--- config.mk ---
export PLATFORM = sky130hd
export DESIGN_NAME = oas_queue
export DESIGN_NICKNAME = d
export VERILOG_FILES = /design/src/rtl/oas_pkg.sv /design/src/rtl/oas_queue.sv
export SDC_FILE = /design/constraint.sdc
export NUM_CORES = 1
export LEC_CHECK = 0
export ABC_AREA = 0
export BUFFER_PORTS_ARGS = -buffer_cell sky130_fd_sc_hd__buf_2
export CAP_MARGIN = 20
export CORE_MARGIN = 8
export CORE_UTILIZATION = 56
export DETAILED_ROUTE_END_ITERATION = 10
export PLACE_DENSITY = 0.84
export SYNTH_ARGS = -nofsm -noshare
export SYNTH_HDL_FRONTEND = slang
export SYNTH_SLANG_ARGS = --single-unit
--- constraint.sdc ---
create_clock -name clk -period 8.6 [get_ports clk]
set_clock_uncertainty 0.05 [all_clocks]
set_input_delay 0.43 -clock clk [delete_from_list [all_inputs] [get_ports clk]]
set_output_delay 0.43 -clock clk [all_outputs]
set_load 0.05 [all_outputs]
--- src/rtl/oas_pkg.sv ---
// Shared types and constants of the overlap-add synthesis block.
// No dependencies; every other file of the block but oas_ram imports this package.
package oas_pkg;

    // Frame geometry.
    localparam int FRAME_SIZE = 1024;
    localparam int POS_W      = $clog2(FRAME_SIZE);
    localparam int HOP_W      = $clog2(FRAME_SIZE + 1);

    // Request queue between front and back.
    localparam int QUEUE_DEPTH = 2;
    localparam int QPTR_W      = $clog2(QUEUE_DEPTH);
    localparam int QCNT_W      = $clog2(QUEUE_DEPTH + 1);

    // Field widths.
    localparam int SAMPLE_W  = 24;
    localparam int COEF_W    = 16;
    localparam int CIDX_W    = 10;
    localparam int HOP_CFG_W = 11;
    localparam int SCALE_W   = 32;
    localparam int OUT_W     = 16;
    localparam int ACC_W     = 32;

    // Stream packing.
    localparam int TDATA_IN_W  = 56;
    localparam int TUSER_IN_W  = 2;
    localparam int TDATA_OUT_W = 16;

    // Datapath arithmetic.
    localparam int PROD_W     = SAMPLE_W + COEF_W + 1;
    localparam int RND_SHIFT  = 15;
    localparam int RND_BIAS   = 16384;
    localparam int RND_W      = PROD_W - RND_SHIFT;
    localparam int MPROD_W    = ACC_W + SCALE_W;
    localparam int OUT_SHIFT  = 36;
    localparam int Q_W        = MPROD_W - OUT_SHIFT;
    localparam int OUT_POS_MAX = 32767;
    localparam int OUT_NEG_MAG = 32768;

    // Configuration.
    localparam int CFG_IDX_W = 1;
    localparam logic [CFG_IDX_W-1:0] REG_HOP_SIZE     = 1'd0;
    localparam logic [CFG_IDX_W-1:0] REG_OUTPUT_SCALE = 1'd1;
    localparam logic [HOP_CFG_W-1:0] HOP_RESET        = 11'd256;
    localparam logic [SCALE_W-1:0]   SCALE_RESET      = 32'd1430967;

    // Commands.
    localparam logic CMD_SAMPLE = 1'b0;
    localparam logic CMD_LOAD   = 1'b1;

    // One classified request handed from front to back.
    typedef struct packed {
        logic                       is_load;
        logic signed [SAMPLE_W-1:0] sample;
        logic [COEF_W-1:0]          coef;
        logic [POS_W-1:0]           addr;   // frame position, or table index for a load
        logic [POS_W-1:0]           slot;   // ring slot of the sample
        logic                       emit;
        logic                       last;
    } oas_job_t;

endpackage

--- src/rtl/oas_queue.sv ---
// Short request queue between the front and back parts of the block.
// Depends on oas_pkg for the request type and queue depth.
module oas_queue
    import oas_pkg::*;
(
    input  logic     clk,
    input  logic     rst_n,
    input  logic     push,
    input  oas_job_t push_job,
    output logic     full,
    input  logic     pop,
    output logic     empty,
    output oas_job_t head
);

    oas_job_t            entry_reg [QUEUE_DEPTH];
    logic [QPTR_W-1:0]   wr_ptr_reg, wr_ptr_next;
    logic [QPTR_W-1:0]   rd_ptr_reg, rd_ptr_next;
    logic [QCNT_W-1:0]   count_reg, count_next;

    function automatic logic [QPTR_W-1:0] ptr_inc(input logic [QPTR_W-1:0] p);
        logic [QPTR_W-1:0] r;
        if (p == QPTR_W'(QUEUE_DEPTH - 1))
        begin
            r = '0;
        end
        else
        begin
            r = p + 1'b1;
        end
        return r;
    endfunction

    assign full  = (count_reg == QCNT_W'(QUEUE_DEPTH));
    assign empty = (count_reg == '0);
    assign head  = entry_reg[rd_ptr_reg];

    always_comb
    begin
        wr_ptr_next = push ? ptr_inc(wr_ptr_reg) : wr_ptr_reg;
        rd_ptr_next = pop  ? ptr_inc(rd_ptr_reg) : rd_ptr_reg;
        count_next  = count_reg;
        if (push && !pop)
        begin
            count_next = count_reg + 1'b1;
        end
        else if (pop && !push)
        begin
            count_next = count_reg - 1'b1;
        end
    end

    always_ff @(posedge clk or negedge rst_n)
    begin
        if (!rst_n)
        begin
            wr_ptr_reg <= '0;
            rd_ptr_reg <= '0;
            count_reg  <= '0;
        end
        else
        begin
            wr_ptr_reg <= wr_ptr_next;
            rd_ptr_reg <= rd_ptr_next;
            count_reg  <= count_next;
        end
    end

    always_ff @(posedge clk)
    begin
        if (push)
        begin
            entry_reg[wr_ptr_reg] <= push_job;
        end
    end

`ifndef SYNTHESIS
    a_no_push_when_full: assert property (@(posedge clk) disable iff (!rst_n)
        push |-> !full)
        else $error("request pushed into a full queue");
`endif

endmodule

==> results.txt, run 1 <==
Run status: finished clean
CP Buf/Inv Count: 3
Initial Util: 0.577
Synth top cells by count: 126 x edfxtp_1, 59 x mux2_4, 6 x buf_12
CTS tree: built
Num CTS Buffers: 17
Row count: 34
Avg WL per Cell: 19.5 µm
Grt total ovfl: 0
Largest family of logic cells by synthesized area: multiplexers
Global-route wire length before repair: 14400 µm
Total of warnings raised by yosys: 0
Die Footprint: 12300 µm²
CP max stage delay: 0.38 ns
Resized cells post-CTS: 0
Routed vias: 2429
Asr flop ratio synth: 0.0308
Post-synthesis sequential area ratio: 0.772
Final hold slack: 0.0716 ns
Die Span X: 111 µm
Critical Path, Cell by Cell: buf_4 > buf_16 > mux2_2 > buf_2
Post-CTS Setup Bufs: 0
Share of cells above drive strength 1: 0.621
Synthesized Nets: 280
# H-tree levels: 4
Clk_lat worst skew: 0.49 ns
Post-route DRC: 0
Num ports: 132
Share of the synthesized area in the top cell type: 0.752
Hold Crit Class: primary input to register
Reg power frac: 0.334
Post-synth cell types: 13
Synth Area per Inst: 23.7 µm²
Internal power: 1.64 mW
Post-layout util: 0.730
Fmax: 377 MHz
Power density over the cells: 415 nW/µm²
Critical Path RT: 8.12 ns
Comb power frac: 0.394
Min Clock Period, post-route: 2.65 ns
Worst-margin pin slew: 0.857 ns
Area contributors post-synth: edfxtp_1 75%, mux2_4 18%, buf_12 2.4%
Synth-to-Final Area Change: 26.5%
Slew Limit Fails: 0
Largest net degree at the start of global routing: 65
Compound-gate portion of the synthesized area: 0
Fin crit share: 0.309
Final-report hold violation count: 0
Synth Flop Type: edfxtp_1
Final WL: 9370 µm
RSZ-0062 raised after global routing: no
Synthesized area: 5030 µm²
Vias in the first global route: 2793
Leak: 2.61 nW
CTS clk-pin slew, worst paths: 0.06 ns
Number of synthesized flops with an enable pin: 126
Routability Congestion: 0.639
Max reg flops: 126
FF+latch count, synth: 130
Sw power: 0.999 mW
Final setup violation count: 0
Max-cap violations: 0
Simple logic cell fraction of the synthesized area: 0.00522
Core area: 8720 µm²
Port buffer count: 131
CP top delay family: buffers and inverters
Mux contribution to synthesized area: 0.185
Slew headroom: 0.429
Post-synthesis xor/xnor area fraction: 0.00870
Post-synthesis adder-cell area fraction: 0.00249
Clock sinks: 130
Cell taking the most area after synthesis: edfxtp_1
Ant. Diodes: 0
Final Net Count: 428
Most frequent cell after synthesis: edfxtp_1
Setup crit end kind: primary output
Tot GR Track Use: 0.153
Antenna violations before repair: 1
DIE HEIGHT: 111 µm
DRT Pass-1 Iters: 4
Cells after synthesis: 212
Startpoint types: register
Peak supply drop: 0.258 mV
Root buf cell: clkbuf_8
Crit Path Max Fanout: 46
DRT iter0 DRCs: 130
CTS Buffer Depth: 2
Setup CP Type: register to primary output
Finished Layout Cells: 480
Slowest-stage cell, CP: dfrtp_4
Clock power share: 0.272
Post-route setup TNS: 0 ns
Antenna Nets Post-Route: 0
Vias per cell: 5.06
Placed cells: 447
Crit path DAT: 2.17 ns
Sw frac: 0.378
-- worst paths after layout --
check / from / end / slack, ns / cells after the start
setup / recovery: rd_ptr_reg$_DFFE_PN0P_ / head[47] / 5.95 / 4
hold / removal: push_job[23] / entry_reg[0][23]$_DFFE_PP_ / 0.07 / 1
setup reg to reg: wr_ptr_reg$_DFFE_PN0P_ / entry_reg[1][51]$_DFFE_PP_ / 6.90 / 2
hold reg to reg: count_reg[1]$_DFFE_PN0P_ / count_reg[1]$_DFFE_PN0P_ / 0.46 / 1
max in group asynchronous: rst_n / rd_ptr_reg$_DFFE_PN0P_ / 8.14 / 2
min in group asynchronous: rst_n / count_reg[1]$_DFFE_PN0P_ / 0.22 / 2
-- metal layers --
metal	vias to the layer above	part of all wire	GRT usage
li1	1132	-	-
met3	6	0.066	0.0768
met1	1199	0.39	0.151
met2	90	0.54	0.273
met5	-	0.0014	0
met4	2	0.0061	0.0441
-- layout make-up --
| class | count | area (µm²) |
|---|---|---|
| sequential | 130 | 3890 |
| fill | 523 | 2360 |
| multi-input combinational | 74 | 1020 |
| timing repair buffer | 136 | 716 |
| clock buffer | 17 | 414 |
| clock inverter | 14 | 186 |
| tap | 108 | 135 |
| inverter | 1 | 3.75 |
-- power by group through the flow --
stage	registers, mW	logic [mW]	clock network, mW
global placement	0.885	1.04	0
CTS	0.886	1.05	0.733
global route	0.894	1.09	0.762
detailed placement	0.897	1.04	0
floorplan	0.889	0.909	0
finish	0.884	1.04	0.719
-- cell usage in the layout (no fill, tap or decap) --
| master | count |
|---|---|
| dlygate4sd3_1 | 1 |
| buf_2 | 131 |
| xnor2_1 | 1 |
| nor2b_1 | 1 |
| bufinv_16 | 4 |
| mux2_4 | 59 |
| inv_6 | 2 |
| mux2_2 | 4 |
| dfrtp_4 | 1 |
| and2_2 | 1 |
| nor2b_4 | 1 |
| nor2_1 | 2 |
| edfxtp_1 | 126 |
| clkinvlp_4 | 4 |
| inv_1 | 1 |
| clkbuf_8 | 1 |
| xor2_1 | 4 |
| ha_1 | 1 |
| dfrtp_1 | 3 |
| clkbuf_16 | 16 |
| buf_16 | 1 |
| clkinv_2 | 3 |
| clkinv_1 | 1 |
| buf_4 | 3 |
-- worst register-to-register path, stage by stage, from the launching register on --
cell	delay [ns]
dfrtp_1	0.41
and2_2	0.16
buf_4	0.66
-- cell families after synthesis --
logic type               count (synthesis)
multiplexers                            63
flip-flops                             130
adder cells (fa/ha/maj)                  1
buffers and inverters                    8
XOR/XNOR                                 5
AND/OR/NAND/NOR                          5
-- what timing repair did --
action,in CTS,in global routing
setup endpoints to repair,0,0
hold endpoints to repair,4,0
hold buffers,1,0
-- per-stage QoR --
step	cell area, µm²	setup slack, ns	power (mW)
floorplan	5030	4.86	1.80
global placement	5730	6.21	1.92
detailed placement	5730	6.22	1.94
CTS	6340	5.65	2.67
global route	6360	5.85	2.74
finish	6360	5.95	2.64
Note: power is estimated with default switching activity, not from simulation.
==> inputs of run 2 (changes only) <==
--- a/config.mk
+++ b/config.mk
@@ -5,13 +5,13 @@
 export SDC_FILE = /design/constraint.sdc
 export NUM_CORES = 1
 export LEC_CHECK = 0
-export ABC_AREA = 0
+export ABC_AREA = 1
 export BUFFER_PORTS_ARGS = -buffer_cell sky130_fd_sc_hd__buf_2
 export CAP_MARGIN = 20
 export CORE_MARGIN = 8
-export CORE_UTILIZATION = 56
+export CORE_UTILIZATION = 47
 export DETAILED_ROUTE_END_ITERATION = 10
-export PLACE_DENSITY = 0.84
+export PLACE_DENSITY = 0.75
 export SYNTH_ARGS = -nofsm -noshare
 export SYNTH_HDL_FRONTEND = slang
 export SYNTH_SLANG_ARGS = --single-unit
==> constraint.sdc (replaced) <==
create_clock -name clk -period 2.2 [get_ports clk]
set_clock_uncertainty 0.05 [all_clocks]
set_input_delay 0.11 -clock clk [delete_from_list [all_inputs] [get_ports clk]]
set_output_delay 0.11 -clock clk [all_outputs]
set_load 0.05 [all_outputs]
==> run 2 against run 1 <==
Power rose to 4.1 times the previous value. Setup slack worse by 5.9 ns. Sequential cell count is the same. Critical path type unchanged. Clock power rose to 4.2 times the previous value. Register-to-register slack got worse by 6.1 ns. Die area increased by 17%. Critical path depth decreased by 1. Non-clock buffer count rose by 68.
==> results.txt, run 2 <==
Crit path DAT: 1.96 ns
DIE HEIGHT: 120 µm
Initial Util: 0.474
Startpoint types: register
Setup crit end kind: primary output
Fin crit share: 0.962
Synth top cells by count: 126 x edfxtp_1, 59 x mux2_4, 7 x inv_1
Num CTS Buffers: 17
Slew Limit Fails: 0
Die Footprint: 14300 µm²
DRT Pass-1 Iters: 4
Max reg flops: 126
Avg WL per Cell: 17.2 µm
Min Clock Period, post-route: 2.12 ns
Worst-margin pin slew: 0.481 ns
Slew headroom: 0.679
Routed vias: 2756
Ant. Diodes: 0
Largest net degree at the start of global routing: 37
Cell taking the most area after synthesis: edfxtp_1
Critical Path RT: 2.04 ns
Grt total ovfl: 0
FF+latch count, synth: 130
Area contributors post-synth: edfxtp_1 75%, mux2_4 18%, buf_12 2.4%
Share of the synthesized area in the top cell type: 0.749
Post-synthesis sequential area ratio: 0.769
Num ports: 132
Power density over the cells: 1500 nW/µm²
Post-layout util: 0.672
Number of synthesized flops with an enable pin: 126
Global-route wire length before repair: 15900 µm
Vias in the first global route: 3168
Post-synth cell types: 14
Post-route setup TNS: 0 ns
Dpl hpwl: 6080 µm
Post-route DRC: 0
Vias per cell: 4.67
Synth Area per Inst: 22.9 µm²
Synth-to-Final Area Change: 41.8%
Fmax: 472 MHz
DRT iter0 DRCs: 136
Peak supply drop: 1.15 mV
Most common cell after layout, fill and taps aside: buf_2
Share of cells above drive strength 1: 0.522
Port buffer count: 131
Final WL: 10100 µm
Synthesized Nets: 289
Root buf cell: clkbuf_8
Resized cells post-CTS: 0
Synthesized area: 5050 µm²
Die Span X: 120 µm
Leading cell types in the layout, fill and taps excluded: 131 x buf_2, 126 x edfxtp_1, 67 x dlygate4sd3_1
Core area: 10700 µm²
Final Net Count: 505
Synth Flop Type: edfxtp_1
Antenna Nets Post-Route: 0
Total of warnings raised by yosys: 0
Leak: 2.95 nW
Tot GR Track Use: 0.145
Most frequent cell after synthesis: edfxtp_1
Final hold slack: 0.277 ns
Setup CP Type: register to primary output
Crit Path Max Fanout: 28
Final setup violation count: 0
CTS Buffer Depth: 2
Asr flop ratio synth: 0.0308
CTS tree: built
Row count: 38
RSZ-0062 raised after global routing: no
CTS clk-pin slew, worst paths: 0.06 ns
Antenna violations before repair: 1
Clk_lat worst skew: 0.50 ns
# H-tree levels: 4
Worst reg2reg path depth: 3
Run status: finished clean
Hold Path Depth: 2
Hold Crit Class: primary input to register
Routability Congestion: 0.653
Final-report hold violation count: 0
Cells after synthesis: 221
Clock sinks: 130
Max-cap violations: 0
[run 2: changes by cell type after synthesis]
cell,delta
inv_1,+6
nand3_1,+1
and2_1,-1
nor2_1,+1
nor2b_1,-2
nand2_1,+5
nand4_1,+1
xor2_1,-2
[run 2: timing repair]
item                                    4_1_cts  5_1_grt
endpoints found under the hold margin       133        0
setup buffers                                 0        0
endpoints found under the setup margin        0        0
hold buffers                                 67        0
[run 2: where the power goes]
part | switching, mW | internal [mW] | total [mW]
combinational | 2.78 | 1.39 | 4.17
sequential | 0.207 | 3.30 | 3.51
clock | 0.996 | 2.05 | 3.04
total | 3.98 | 6.73 | 10.7
[run 2: worst max-delay path, cell delays in order (launching register included)]
cell and delay, ns:
dfrtp_4 0.58, buf_12 0.27, mux2_2 0.37, buf_2 0.21
[run 2: path summary, 6_finish.rpt]
path,end,startpoint,slack (ns)
max,head[48],rd_ptr_reg$_DFFE_PN0P_,0.08
max in group asynchronous,rd_ptr_reg$_DFFE_PN0P_,rst_n,1.42
min,entry_reg[1][34]$_DFFE_PP_,push_job[34],0.28
max reg2reg,entry_reg[1][48]$_DFFE_PP_,wr_ptr_reg$_DFFE_PN0P_,0.81
min in group asynchronous,count_reg[1]$_DFFE_PN0P_,rst_n,0.48
min reg2reg,count_reg[1]$_DFFE_PN0P_,count_reg[1]$_DFFE_PN0P_,0.47
[run 2: cell families after synthesis]
| kind of cell | synth area share |
|---|---|
| AND/OR/NAND/NOR | 0.00817 |
| flip-flops | 0.769 |
| buffers and inverters | 0.0312 |
| adder cells (fa/ha/maj) | 0.00248 |
| multiplexers | 0.184 |
| XOR/XNOR | 0.00520 |
[run 2: final cells by class]
type / count / area, µm²
Clock inverter: 12 / 203
Inverter: 7 / 26.3
Clock buffer: 20 / 455
Tap cell: 140 / 175
Multi-Input combinational cell: 77 / 1020
Fill cell: 722 / 3490
Sequential cell: 130 / 3890
Timing Repair Buffer: 204 / 1400
[run 2: through the flow]
step                worst slack (ns)  area, µm²  power (mW)  cells
floorplan                     0.0394       5060        7.02    221
finish                        0.0826       7160        10.7    590
detailed placement             0.606       5830        7.64    491
global route                  0.0195       7160        11.1    590
CTS                           0.0409       7160        10.8    590
global placement               0.611       5830        7.59    491
[run 2: metal layers]
| layer | GRT usage | up-vias | wire [µm] |
|---|---|---|---|
| li1 | - | 1300 | - |
| met1 | 0.152 | 1340 | 3830 |
| met2 | 0.249 | 95 | 5290 |
| met3 | 0.0601 | 19 | 799 |
| met4 | 0.0656 | 2 | 196 |
| met5 | 0 | - | 10 |
