### config.mk
export PLATFORM = sky130hd
export DESIGN_NAME = oas_front
export DESIGN_NICKNAME = d
export VERILOG_FILES = /design/src/rtl/oas_pkg.sv /design/src/rtl/oas_front.sv
export SDC_FILE = /design/constraint.sdc
export NUM_CORES = 1
export LEC_CHECK = 0
export BUFFER_PORTS_ARGS = -buffer_cell sky130_fd_sc_hd__clkbuf_2
export CORE_MARGIN = 2
export CORE_UTILIZATION = 30
export DETAILED_ROUTE_END_ITERATION = 10
export HOLD_SLACK_MARGIN = 0.05
export PLACE_DENSITY = 0.67
export SETUP_SLACK_MARGIN = 0.02
export SKIP_LAST_GASP = 1
export SLEW_MARGIN = 30
export SYNTH_ARGS = -nofsm -noshare
export SYNTH_HDL_FRONTEND = slang
export SYNTH_SLANG_ARGS = --single-unit
### constraint.sdc
create_clock -name clk -period 3.5 [get_ports clk]
set_input_delay 0.7 -clock clk [delete_from_list [all_inputs] [get_ports clk]]
set_output_delay 0.7 -clock clk [all_outputs]
set_load 0.02 [all_outputs]
### src/rtl/oas_pkg.sv
// Shared types and constants of the overlap-add synthesis block.
// No dependencies; every other file of the block but oas_ram imports this package.
package oas_pkg;

    // Frame geometry.
    localparam int FRAME_SIZE = 1024;
    localparam int POS_W      = $clog2(FRAME_SIZE);
    localparam int HOP_W      = $clog2(FRAME_SIZE + 1);

    // Request queue between front and back.
    localparam int QUEUE_DEPTH = 2;
    localparam int QPTR_W      = $clog2(QUEUE_DEPTH);
    localparam int QCNT_W      = $clog2(QUEUE_DEPTH + 1);

    // Field widths.
    localparam int SAMPLE_W  = 24;
    localparam int COEF_W    = 16;
    localparam int CIDX_W    = 10;
    localparam int HOP_CFG_W = 11;
    localparam int SCALE_W   = 32;
    localparam int OUT_W     = 16;
    localparam int ACC_W     = 32;

    // Stream packing.
    localparam int TDATA_IN_W  = 56;
    localparam int TUSER_IN_W  = 2;
    localparam int TDATA_OUT_W = 16;

    // Datapath arithmetic.
    localparam int PROD_W     = SAMPLE_W + COEF_W + 1;
    localparam int RND_SHIFT  = 15;
    localparam int RND_BIAS   = 16384;
    localparam int RND_W      = PROD_W - RND_SHIFT;
    localparam int MPROD_W    = ACC_W + SCALE_W;
    localparam int OUT_SHIFT  = 36;
    localparam int Q_W        = MPROD_W - OUT_SHIFT;
    localparam int OUT_POS_MAX = 32767;
    localparam int OUT_NEG_MAG = 32768;

    // Configuration.
    localparam int CFG_IDX_W = 1;
    localparam logic [CFG_IDX_W-1:0] REG_HOP_SIZE     = 1'd0;
    localparam logic [CFG_IDX_W-1:0] REG_OUTPUT_SCALE = 1'd1;
    localparam logic [HOP_CFG_W-1:0] HOP_RESET        = 11'd256;
    localparam logic [SCALE_W-1:0]   SCALE_RESET      = 32'd1430967;

    // Commands.
    localparam logic CMD_SAMPLE = 1'b0;
    localparam logic CMD_LOAD   = 1'b1;

    // One classified request handed from front to back.
    typedef struct packed {
        logic                       is_load;
        logic signed [SAMPLE_W-1:0] sample;
        logic [COEF_W-1:0]          coef;
        logic [POS_W-1:0]           addr;   // frame position, or table index for a load
        logic [POS_W-1:0]           slot;   // ring slot of the sample
        logic                       emit;
        logic                       last;
    } oas_job_t;

endpackage

### src/rtl/oas_front.sv
// Front part: accepts stream requests, tracks frame position and ring base,
// and classifies each request into a queue entry. Depends on oas_pkg.
module oas_front
    import oas_pkg::*;
(
    input  logic                   clk,
    input  logic                   rst_n,
    input  logic                   s_tvalid,
    output logic                   s_tready,
    input  logic [TDATA_IN_W-1:0]  s_tdata,
    input  logic [TUSER_IN_W-1:0]  s_tuser,
    input  logic [HOP_CFG_W-1:0]   hop_size,
    input  logic                   clear_done,
    input  logic                   queue_full,
    output logic                   push,
    output oas_job_t               push_job
);

    logic [POS_W-1:0] frame_position_reg, frame_position_next;
    logic [POS_W-1:0] ring_base_reg, ring_base_next;

    logic                       command;
    logic                       final_frame;
    logic signed [SAMPLE_W-1:0] sample_value;
    logic [COEF_W-1:0]          coef_value;
    logic [CIDX_W-1:0]          coef_index;

    logic              accept;
    logic [HOP_W-1:0]  hop_eff;
    logic [POS_W:0]    slot_sum;
    logic [POS_W-1:0]  slot;
    logic [HOP_W:0]    base_sum;
    logic              last_pos;
    logic              index_ok;

    assign command      = s_tuser[0];
    assign final_frame  = s_tuser[1];
    assign sample_value = $signed(s_tdata[SAMPLE_W-1:0]);
    assign coef_value   = s_tdata[SAMPLE_W+COEF_W-1:SAMPLE_W];
    assign coef_index   = s_tdata[SAMPLE_W+COEF_W+CIDX_W-1:SAMPLE_W+COEF_W];

    assign s_tready = clear_done && !queue_full;
    assign accept   = s_tvalid && s_tready;

    always_comb
    begin
        // Hop of zero means a quarter frame; oversize hops clamp to the frame.
        if (hop_size == '0)
        begin
            hop_eff = HOP_W'(FRAME_SIZE / 4);
        end
        else if (int'(hop_size) > FRAME_SIZE)
        begin
            hop_eff = HOP_W'(FRAME_SIZE);
        end
        else
        begin
            hop_eff = HOP_W'(hop_size);
        end

        slot_sum = (POS_W+1)'(ring_base_reg) + (POS_W+1)'(frame_position_reg);
        if (slot_sum >= (POS_W+1)'(FRAME_SIZE))
        begin
            slot_sum = slot_sum - (POS_W+1)'(FRAME_SIZE);
        end
        slot = slot_sum[POS_W-1:0];

        base_sum = (HOP_W+1)'(ring_base_reg) + (HOP_W+1)'(hop_eff);
        if (base_sum >= (HOP_W+1)'(FRAME_SIZE))
        begin
            base_sum = base_sum - (HOP_W+1)'(FRAME_SIZE);
        end

        last_pos = (frame_position_reg == POS_W'(FRAME_SIZE - 1));
        index_ok = (int'(coef_index) < FRAME_SIZE);

        push_job.is_load = (command == CMD_LOAD);
        push_job.sample  = sample_value;
        push_job.coef    = coef_value;
        push_job.addr    = (command == CMD_LOAD) ? POS_W'(coef_index) : frame_position_reg;
        push_job.slot    = slot;
        push_job.emit    = (HOP_W'(frame_position_reg) < hop_eff) || final_frame;
        push_job.last    = final_frame && last_pos;

        // Drop loads that fall outside the table.
        push = accept && ((command == CMD_SAMPLE) || index_ok);

        frame_position_next = frame_position_reg;
        ring_base_next      = ring_base_reg;
        if (accept && (command == CMD_SAMPLE))
        begin
            if (last_pos)
            begin
                frame_position_next = '0;
                ring_base_next      = final_frame ? '0 : POS_W'(base_sum);
            end
            else
            begin
                frame_position_next = frame_position_reg + 1'b1;
            end
        end
    end

    always_ff @(posedge clk or negedge rst_n)
    begin
        if (!rst_n)
        begin
            frame_position_reg <= '0;
            ring_base_reg      <= '0;
        end
        else
        begin
            frame_position_reg <= frame_position_next;
            ring_base_reg      <= ring_base_next;
        end
    end

`ifndef SYNTHESIS
    a_ring_base_in_range: assert property (@(posedge clk) disable iff (!rst_n)
        (int'(ring_base_reg) < FRAME_SIZE) && (int'(frame_position_reg) < FRAME_SIZE))
        else $error("ring base or frame position out of range");
`endif

endmodule

==> out/metrics.csv, run 1 <==
stage,metric,value,unit
routing,top sig layer,met4,
run,max-cap violations,0,
timing,fmax,0.301,GHz
final_layout,Antenna Cells,0,
timing,Final Hold Vio Count,0,
power_and_ir_drop,Max IR drop VDD,0.316,mV
power_and_ir_drop,Pleak,1.28,nW
clock_tree,clock-pin slew on the worst setup and hold paths,0.08,ns
floorplanning,row cnt,32,
global_route,first-pass GRT wire length,9570,µm
min_path,Hold Crit Class,in -> async,
global_route,largest net degree at the start of global routing,21,
synthesis,asr flop ratio synth,100,%
timing,Final min period,3.32,ns
final_layout,cell area after layout,2610,µm²
final_layout,Area Growth Syn to Fin,7.80,%
critical_path,flop2flop setup slack,1.31,ns
routing,DR WL met3,307,µm
critical_path,Worst Setup End Kind,primary output,
synthesis,YS warnings,0,
timing,RSZ-0062 raised after global routing,no,
routing,total number of vias,2013,
place,dpl cell area,2510,µm²
place,Final GP Congestion,0.899,
synthesis,register area share after synthesis,20.7,%
synthesis,Post-synth EDFFs,0,
clock_tree,post_cts resized,0,
floorplanning,I/O Pins,139,
clock_tree,CTS Buf Count,3,
global_route,initial antenna violation count,0,
routing,drt wl/cell,14.3,µm
critical_path,end point of the critical path,push_job[1],
place,Final HPWL DP,4680,µm
routing,Residual DRC,0,
routing,Post-Route WL,5780,µm
synthesis,Synth cell types,45,
global_route,global-route usage over all layers,13.7,%
timing,final worst-path setup slack,0.177,ns
critical_path,crit start category,input pin,
power_and_ir_drop,Gate power share,36.2,%
timing,Final setup viols,0,
global_route,vias in the first global route,2032,
clock_tree,hold buffers post-CTS,0,
clock_tree,Post-CTS Setup Bufs,0,
synthesis,Yosys reg bits,20,
floorplanning,Die X,93.9,µm
synthesis,Syn Area/Cell,8.39,µm²
routing,Vias/cell,4.97,
power_and_ir_drop,Sw Share,35.8,%
critical_path,critical path type,in -> out,
place,Setup WS pre-CTS,0.0810,ns
clock_tree,Skew-Pair Late Insertion Delay,0.27,ns
critical_path,CP arrival,2.62,ns
power_and_ir_drop,sequential power share,34.4,%
critical_path,Worst Path Required,2.80,ns
synthesis,top-area cell type share of the netlist area,20.7,%
critical_path,FF-to-FF Start,frame_position_reg[0],
synthesis,Yosys top cell by area,dfrtp_1,
timing,max-slew violation count,0,
critical_path,cells on worst reg2reg path,6,
critical_path,worst-path maximum fanout,6,
timing,Rel. slew slack,58.8,%
global_route,grt total ovfl,0,
synthesis,Most used DFF post-synth,dfrtp_1,
clock_tree,CTS max path bufs,2,
routing,WL met2,2550,µm
synthesis,Synth Cell Area,2420,µm²
routing,1st-iter DRT viols,54,
clock_tree,CTS tree,done,
final_layout,Total Nets Final,408,
floorplanning,Starting Density,31.2,%
timing,Tightest Pin Transition,0.613,ns
final_layout,share of layout cells above drive strength 1,25.7,%
power_and_ir_drop,Pint,0.528,mW
timing,Final period util,94.9,%
critical_path,critical path launch point,hop_size[10],
power_and_ir_drop,power per cell area,315,nW/µm²
clock_tree,CTS root buf,clkbuf_8,
synthesis,Post-Syn Instances,289,
routing,drt pass-1 iters,4,
synthesis,dominant cells by area after synthesis,"dfrtp_1, ha_1, buf_4",
clock_tree,CTS Sinks,20,
floorplanning,Die ar.,8810,µm²
floorplanning,Core Region,7770,µm²
critical_path,Crit Reg-Reg Endpoint,ring_base_reg[9],
floorplanning,die height,93.9,µm
routing,wl on met1,2790,µm
power_and_ir_drop,Switch Pwr,0.294,mW
run_status,status,"complete, no violations",
routing,Detail Route Antenna Nets,0,
timing,skew final,0.00256,ns
timing,post-route setup TNS,0,ns
power_and_ir_drop,clock power share,29.5,%
synthesis,syn_nets,393,
place,PortBufs,52,
clock_tree,H-tree depth,1,
-- critical path: stages --
cell	delay, ns
clkbuf_2	0.13
nand2b_1	0.18
ha_1	0.32
a21o_1	0.18
a21o_1	0.20
a2111oi_2	0.39
o32ai_2	0.15
a31oi_2	0.19
buf_4	0.17
-- worst min path at each step --
stage	start	endpoint	slack (ns)	depth (start not counted)
2_1_floorplan	rst_n	frame_position_reg[0]	0.40	0
3_3_place_gp	ring_base_reg[3]	ring_base_reg[3]	0.51	2
3_5_place_dp	ring_base_reg[8]	ring_base_reg[8]	0.52	2
4_1_cts	rst_n	frame_position_reg[0]	0.41	1
5_1_grt	rst_n	frame_position_reg[0]	0.43	1
6_report	rst_n	frame_position_reg[2]	0.39	1
-- cells in the mapped netlist, types with 2 or more instances --
cell and count:
o211ai_1 2, a21o_1 7, a21oi_1 10, nor2b_1 6, or3_1 4, or4_1 2
nand4_1 6, o21ai_1 6, mux2_2 8, buf_4 41, inv_1 16, ha_1 28
nand2_1 22, a31oi_1 3, and3_1 2, nor3_1 3, nor2_1 18, fa_1 2
o21ai_0 10, nor4_1 2, xnor2_1 13, buf_2 2, o31ai_1 5, a211oi_1 7
xor2_1 6, clkbuf_1 3, nand3_1 2, o41ai_1 3, nand2b_1 15, dfrtp_1 20
-- routing by layer --
layer | vias up | track usage [%]
li1 | 1010 | -
met1 | 923 | 18.5
met2 | 63 | 22.1
met3 | 17 | 1.61
met4 | 0 | 5.80
met5 | - | 0
-- area by class of cell --
cell class / instances / area (µm²)
fillers: 872 / 5150
multi-input cells: 207 / 1560
flip-flops and latches: 20 / 500
repair buffers: 56 / 293
well taps: 102 / 128
inverters: 16 / 60.1
clock buffers: 3 / 41.3
clock inverters: 1 / 30.0
-- through the flow --
step | std cells | util [%] | power [mW] | hold slack (ns)
2_1_floorplan | 289 | - | 0.549 | 0.404
3_3_place_gp | 401 | 32.3 | 0.570 | 0.508
3_5_place_dp | 401 | 32.3 | 0.577 | 0.519
4_1_cts | 405 | 33.3 | 0.822 | 0.414
5_1_grt | 405 | 33.6 | 0.885 | 0.429
6_report | 405 | 33.6 | 0.822 | 0.392
-- cells in the final DEF (no fill, tap or decap), types with 2 or more instances in the layout --
master and n:
xor2_1 6, and3_1 2, a21oi_1 10, mux2_2 8, buf_4 5, o21ai_0 10, or4_1 2, nand2b_1 15
clkbuf_2 51, xnor2_1 13, a21o_1 7, a211oi_1 7, fa_1 2, a31oi_1 2, nand2_1 22, ha_1 28
clkbuf_8 3, o21ai_1 6, o211ai_1 2, nor2_1 18, nor3_1 3, dfrtp_1 20, or3_1 4, o41ai_1 3
inv_1 16, nor2b_1 6, nand4_1 6, o31ai_1 5, nand3_1 2
-- power by group through the flow --
stage	sequential (mW)	clock (mW)	combinational, mW
after detailed placement	0.288	0	0.290
after global routing	0.288	0.261	0.336
final	0.282	0.242	0.297
after global placement	0.288	0	0.281
after floorplan	0.278	0	0.271
after CTS	0.283	0.246	0.293
-- kinds of logic (layout without fill, tap and decap cells) --
logic type / after synthesis / after routing / share of synthesized area (%)
xor+xnor: 19 / 19 / 6.87
buf+inv: 62 / 76 / 16.1
fa+ha+maj: 30 / 30 / 16.1
compound gates: 58 / 58 / 15.5
mux: 8 / 8 / 3.72
simple gates: 92 / 92 / 21.1
flops: 20 / 20 / 20.7
Note: power is estimated with default switching activity, not from simulation.
==> run 2: changes to the inputs <==
--- a/config.mk
+++ b/config.mk
@@ -5,12 +5,13 @@
 export SDC_FILE = /design/constraint.sdc
 export NUM_CORES = 1
 export LEC_CHECK = 0
-export BUFFER_PORTS_ARGS = -buffer_cell sky130_fd_sc_hd__clkbuf_2
+export BUFFER_PORTS_ARGS = -buffer_cell sky130_fd_sc_hd__buf_2
 export CORE_MARGIN = 2
 export CORE_UTILIZATION = 30
 export DETAILED_ROUTE_END_ITERATION = 10
 export HOLD_SLACK_MARGIN = 0.05
 export PLACE_DENSITY = 0.67
+export REMOVE_ABC_BUFFERS = 1
 export SETUP_SLACK_MARGIN = 0.02
 export SKIP_LAST_GASP = 1
 export SLEW_MARGIN = 30
==> out/metrics.csv, run 2 (synthesis gave the netlist of run 1 again) <==
stage,metric,value,unit,change
final_layout,share of layout cells above drive strength 1,25.3,%,-0.41 points
floorplanning,Die X,93.9,µm,unchanged
critical_path,Worst Path Required,2.80,ns,about the same
critical_path,Critical Path Stages,12,,+3
place,Setup WS pre-CTS,0.0212,ns,-0.0599 ns
place,Final HPWL DP,6190,µm,+32%
clock_tree,clock-pin slew on the worst setup and hold paths,0.08,ns,about the same
routing,drt wl/cell,18.2,µm,+28%
critical_path,FF-to-FF Start,frame_position_reg[1],,
clock_tree,CTS max path bufs,2,,unchanged
floorplanning,row cnt,32,,unchanged
routing,Detail Route Antenna Nets,0,,unchanged
critical_path,CP arrival,2.65,ns,+0.03 ns
timing,Final Hold Vio Count,0,,unchanged
clock_tree,CTS tree,done,,
timing,max-slew violation count,0,,unchanged
timing,skew final,0.00420,ns,+0.00164 ns
clock_tree,CTS Buf Count,3,,unchanged
clock_tree,hold buffers post-CTS,0,,unchanged
run_status,status,"complete, no violations",,
critical_path,crit start category,input pin,,
floorplanning,Starting Density,31.2,%,unchanged
final_layout,Area Growth Syn to Fin,6.87,%,
critical_path,crit path cell chain,buf_2 > nor4_4 > buf_4 > a31oi_1 > nor2_1 > inv_1 > ha_2 > or3_1 > o21ai_0 > o32ai_1 > a31oi_1 > buf_4,,
place,PortBufs,52,,unchanged
critical_path,worst-path maximum fanout,3,,-3
final_layout,cell area after layout,2590,µm²,-0.86%
routing,Vias/cell,5.15,,+3.6%
global_route,vias in the first global route,2093,,+3.0%
routing,Residual DRC,0,,unchanged
floorplanning,die height,93.9,µm,unchanged
routing,Post-Route WL,7410,µm,+28%
timing,final worst-path setup slack,0.145,ns,-0.0322 ns
critical_path,cells on worst reg2reg path,6,,unchanged
final_layout,Total Nets Final,410,,+0.49%
routing,total number of vias,2091,,+3.9%
critical_path,Worst Setup End Kind,primary output,,
global_route,largest net degree at the start of global routing,21,,unchanged
power_and_ir_drop,power per cell area,290,nW/µm²,-7.7%
final_layout,most frequent cells in the layout,"buf_2, ha_1, nand2_1",,
global_route,global-route usage over all layers,17.5,%,+3.8 points
routing,drt pass-1 iters,4,,unchanged
clock_tree,CTS Sinks,20,,unchanged
critical_path,critical path type,in -> out,,
global_route,grt total ovfl,0,,unchanged
timing,Rel. slew slack,62.3,%,+3.5 points
run,max-cap violations,0,,unchanged
critical_path,Crit Reg-Reg Endpoint,ring_base_reg[9],,
floorplanning,I/O Pins,139,,unchanged
critical_path,flop2flop setup slack,1.29,ns,-0.02 ns
min_path,Hold Crit Class,in -> async,,
timing,Final min period,3.35,ns,+0.0322 ns
critical_path,worst path bufs/invs,4,,+2
place,dpl cell area,2530,µm²,+0.60%
power_and_ir_drop,Max IR drop VDD,0.234,mV,-26%
timing,fmax,0.298,GHz,-0.96%
clock_tree,H-tree depth,1,,unchanged
timing,RSZ-0062 raised after global routing,no,,
timing,Final setup viols,0,,unchanged
floorplanning,Die ar.,8810,µm²,unchanged
clock_tree,CTS root buf,clkbuf_8,,
routing,1st-iter DRT viols,103,,+91%
final_layout,Antenna Cells,0,,unchanged
critical_path,CP max stage cell,or3_1,,
floorplanning,Core Region,7770,µm²,unchanged
clock_tree,Skew-Pair Late Insertion Delay,0.26,ns,about the same
timing,Final period util,95.8,%,+0.92 points
timing,post-route setup TNS,0,ns,unchanged
timing,Tightest Pin Transition,0.565,ns,-0.0474 ns
timing,hold slack,0.388,ns,-0.00383 ns
final_layout,Finished Core Util,33.3,%,-0.29 points
place,Final GP Congestion,0.824,,-8.4%
critical_path,critical path launch point,hop_size[0],,
global_route,initial antenna violation count,0,,unchanged
final_layout,"commonest non-fill, non-tap cell in the layout",buf_2,,
critical_path,CP max stage delay,0.33,ns,-0.06 ns
power_and_ir_drop,Pleak,1.27,nW,-0.36%
critical_path,CP top delay family,simple AND/OR/NAND/NOR gates,,
global_route,first-pass GRT wire length,11500,µm,+20%
-- run 2: worst register-to-register path, cell delays in order (launching register included) --
cell,delay (ns)
dfrtp_1,0.50
ha_1,0.24
nand4_1,0.15
nor2_1,0.24
nand2b_1,0.36
or3_1,0.43
o311ai_1,0.22
-- run 2: through the flow --
step	power (mW)	std cells
2_1_floorplan	0.477	243
3_3_place_gp	0.586	403
3_5_place_dp	0.596	403
4_1_cts	0.760	406
5_1_grt	0.809	406
6_report	0.752	406
-- run 2: layout make-up --
type | count | area, µm²
multi-input cells | 207 | 1550
fillers | 850 | 5180
clock buffers | 3 | 41.3
repair buffers | 58 | 308
well taps | 102 | 128
flip-flops and latches | 20 | 500
inverters | 16 | 60.1
-- run 2: layer usage --
layer / part of all wire, % / up-vias / track usage, %
met5: 1.5 / - / 13.5
met4: 1.0 / 4 / 3.38
met3: 16 / 10 / 12.4
met2: 38 / 137 / 22.3
met1: 44 / 923 / 22.8
li1: - / 1017 / -
-- run 2: where the power goes --
| part | switching [mW] | internal [mW] | leakage [nW] | total, mW |
|---|---|---|---|---|
| Clock | 0.0833 | 0.0769 | 0.0216 | 0.160 |
| Sequential | 0.0226 | 0.246 | 0.260 | 0.269 |
| Combinational | 0.186 | 0.138 | 0.991 | 0.324 |
| Total | 0.292 | 0.460 | 1.27 | 0.752 |
-- run 2: worst max-delay path by stage --
stage / endpoint / slack (ns)
finish: push_job[1] / 0.15
global route: push_job[1] / 0.03
CTS: push_job[1] / 0.06
detailed placement: push_job[1] / 0.02
global placement: push_job[1] / 0.007
floorplan: push_job[1] / 0.47
-- run 2: what timing repair did --
item	CTS	global route
setup endpoints to repair	1	1
pin swaps	0	3
setup buffers	0	0
resized for setup	1	4
==> run 3: changes to the inputs <==
--- a/config.mk
+++ b/config.mk
@@ -6,11 +6,12 @@
 export NUM_CORES = 1
 export LEC_CHECK = 0
 export BUFFER_PORTS_ARGS = -buffer_cell sky130_fd_sc_hd__buf_2
+export CORE_ASPECT_RATIO = 1.5
 export CORE_MARGIN = 2
-export CORE_UTILIZATION = 30
+export CORE_UTILIZATION = 41
 export DETAILED_ROUTE_END_ITERATION = 10
 export HOLD_SLACK_MARGIN = 0.05
-export PLACE_DENSITY = 0.67
+export PLACE_DENSITY = 0.81
 export REMOVE_ABC_BUFFERS = 1
 export SETUP_SLACK_MARGIN = 0.02
 export SKIP_LAST_GASP = 1
==> out/metrics.csv, run 3 (synthesis gave the netlist of run 1 again) <==
stage,metric,value,unit,change
run_status,status,"complete, no violations",,
clock_tree,CTS Sinks,20,,unchanged
critical_path,CP arrival,2.57,ns,-0.08 ns
power_and_ir_drop,Switch Pwr,0.294,mW,+0.65%
routing,1st-iter DRT viols,176,,+71%
power_and_ir_drop,Pleak,1.25,nW,-1.4%
power_and_ir_drop,Max IR drop VDD,0.147,mV,-37%
global_route,largest net degree at the start of global routing,21,,unchanged
power_and_ir_drop,Gate power share,38.0,%,-5.0 points
floorplanning,Die X,66.8,µm,-29%
clock_tree,H-tree depth,1,,unchanged
final_layout,fin cells,372,,-8.4%
place,placed cell count,368,,-8.7%
clock_tree,CTS root buf,clkbuf_8,,
power_and_ir_drop,Sw Share,38.3,%,-0.45 points
critical_path,critical path type,reg -> out,,
critical_path,Worst Path Required,2.80,ns,about the same
critical_path,worst-path maximum fanout,7,,+4
timing,Tightest Pin Transition,0.547,ns,-0.0182 ns
power_and_ir_drop,Pint,0.472,mW,+2.6%
timing,final worst-path setup slack,0.231,ns,+0.0860 ns
power_and_ir_drop,clock power share,24.7,%,+3.4 points
clock_tree,CTS max path bufs,2,,unchanged
final_layout,share of layout cells above drive strength 1,24.3,%,-1.0 points
critical_path,crit start category,register,,
timing,Final setup viols,0,,unchanged
global_route,grt total ovfl,0,,unchanged
routing,Residual DRC,0,,unchanged
global_route,initial antenna violation count,0,,unchanged
final_layout,Filler Cells Inserted,562,,-34%
final_layout,"commonest non-fill, non-tap cell in the layout",buf_2,,
final_layout,Total Nets Final,405,,-1.2%
floorplanning,die height,98.2,µm,+4.6%
global_route,vias in the first global route,2000,,-4.4%
routing,Detail Route Antenna Nets,0,,unchanged
place,Final GP Congestion,0.945,,+15%
timing,Final period util,93.4,%,-2.5 points
floorplanning,row cnt,34,,+6.3%
place,Final HPWL DP,6320,µm,+2.1%
critical_path,crit path cell chain,ha_1 > inv_1 > fa_1 > nor2b_1 > o21ai_1 > a21oi_1 > or4_1 > o21ai_1 > xnor2_1 > buf_2,,
global_route,global-route usage over all layers,23.3,%,+5.8 points
floorplanning,Starting Density,42.2,%,+11 points
timing,Final Hold Vio Count,0,,unchanged
routing,Vias/cell,5.66,,+9.9%
timing,fmax,0.306,GHz,+2.6%
floorplanning,Core Region,5740,µm²,-26%
global_route,first-pass GRT wire length,11000,µm,-4.2%
final_layout,Antenna Cells,0,,unchanged
final_layout,Area Growth Syn to Fin,3.98,%,
routing,drt wl/cell,20.2,µm,+10%
timing,max-slew violation count,0,,unchanged
place,Setup WS pre-CTS,0.154,ns,+0.132 ns
power_and_ir_drop,sequential power share,37.3,%,+1.6 points
critical_path,CP max stage cell,dfrtp_1,,
clock_tree,CTS tree,done,,
clock_tree,CTS Buf Count,3,,unchanged
critical_path,Crit path top cell by count,o21ai_1,,
power_and_ir_drop,power per cell area,304,nW/µm²,+4.7%
routing,total number of vias,2105,,+0.67%
final_layout,multi-input logic area,1550,µm²,-0.40%
timing,RSZ-0062 raised after global routing,no,,
clock_tree,Post-CTS Setup Bufs,0,,unchanged
critical_path,CP max stage delay,0.52,ns,+0.19 ns
final_layout,most frequent cells in the layout,"buf_2, ha_1, nand2_1",,
place,dpl cell area,2450,µm²,-3.0%
power_and_ir_drop,"Power, Total",0.766,mW,+1.8%
timing,Final min period,3.27,ns,-0.0860 ns
run,max-cap violations,0,,unchanged
timing,Rel. slew slack,63.2,%,+0.93 points
floorplanning,I/O Pins,139,,unchanged
floorplanning,Die ar.,6550,µm²,-26%
clock_tree,clock-pin slew on the worst setup and hold paths,0.08,ns,about the same
routing,drt pass-1 iters,4,,unchanged
clock_tree,Skew-Pair Late Insertion Delay,0.28,ns,+0.02 ns
routing,Post-Route WL,7500,µm,+1.2%
final_layout,cell area after layout,2520,µm²,-2.7%
min_path,Hold Crit Class,in -> async,,
timing,post-route setup TNS,0,ns,unchanged
clock_tree,hold buffers post-CTS,0,,unchanged
timing,skew final,0.00526,ns,+0.00106 ns
place,PortBufs,52,,unchanged
critical_path,Worst Setup End Kind,primary output,,
final_layout,sequential cell area,500,µm²,unchanged
[run 3: final cells by class]
| cell class | count | area share [%] |
|---|---|---|
| tap | 72 | 3.57 |
| inverter | 16 | 2.38 |
| multi-input combinational | 207 | 61.4 |
| timing repair buffer | 53 | 10.6 |
| sequential | 20 | 19.9 |
| clock buffer | 4 | 2.18 |
[run 3: worst max-delay path, delay by kind of cell (launching register included)]
| kind | cells | cell delay, ns |
|---|---|---|
| xor+xnor | 1 | 0.15 |
| compound gates | 3 | 0.41 |
| fa+ha+maj | 2 | 0.64 |
| flops | 1 | 0.52 |
| buf+inv | 2 | 0.25 |
| simple gates | 2 | 0.31 |
[run 3: final timing paths]
kind / from / slack (ns) / cells past startpoint / to
worst max-delay path: frame_position_reg[0] / 0.23 / 10 / push_job[10]
worst min-delay path: rst_n / 0.37 / 1 / frame_position_reg[4]
worst max register to register: ring_base_reg[0] / 1.29 / 9 / ring_base_reg[8]
worst min register to register: ring_base_reg[5] / 0.54 / 2 / ring_base_reg[5]
max in group asynchronous: rst_n / 2.80 / 1 / frame_position_reg[9]
min in group clk: ring_base_reg[5] / 0.54 / 2 / ring_base_reg[5]
[run 3: through the flow]
stage | hold slack [ns] | util, %
finish | 0.367 | 43.9
global route | 0.389 | 43.9
CTS | 0.382 | 43.7
detailed placement | 0.517 | 42.7
global placement | 0.505 | 42.7
floorplan | 0.404 | -
[run 3: repair_timing]
| item | CTS | global route |
|---|---|---|
| hold endpoints to repair | 0 | 0 |
| gates resized for setup | 0 | 3 |
| setup endpoints to repair | 0 | 1 |
[run 3: per-layer routing]
| layer | part of all wire (%) | up-vias | track usage [%] |
|---|---|---|---|
| met4 | 2.4 | 0 | 8.48 |
| met1 | 35 | 955 | 24.3 |
| met5 | 0 | - | 4.17 |
| li1 | - | 1003 | - |
| met2 | 44 | 138 | 35.0 |
| met3 | 18 | 9 | 17.5 |
[run 3: power groups by stage]
stage	sequential, mW	clock, mW	combinational [mW]
floorplan	0.278	0	0.199
global placement	0.289	0	0.280
detailed placement	0.290	0	0.290
CTS	0.285	0.188	0.291
global route	0.289	0.198	0.324
finish	0.286	0.189	0.291
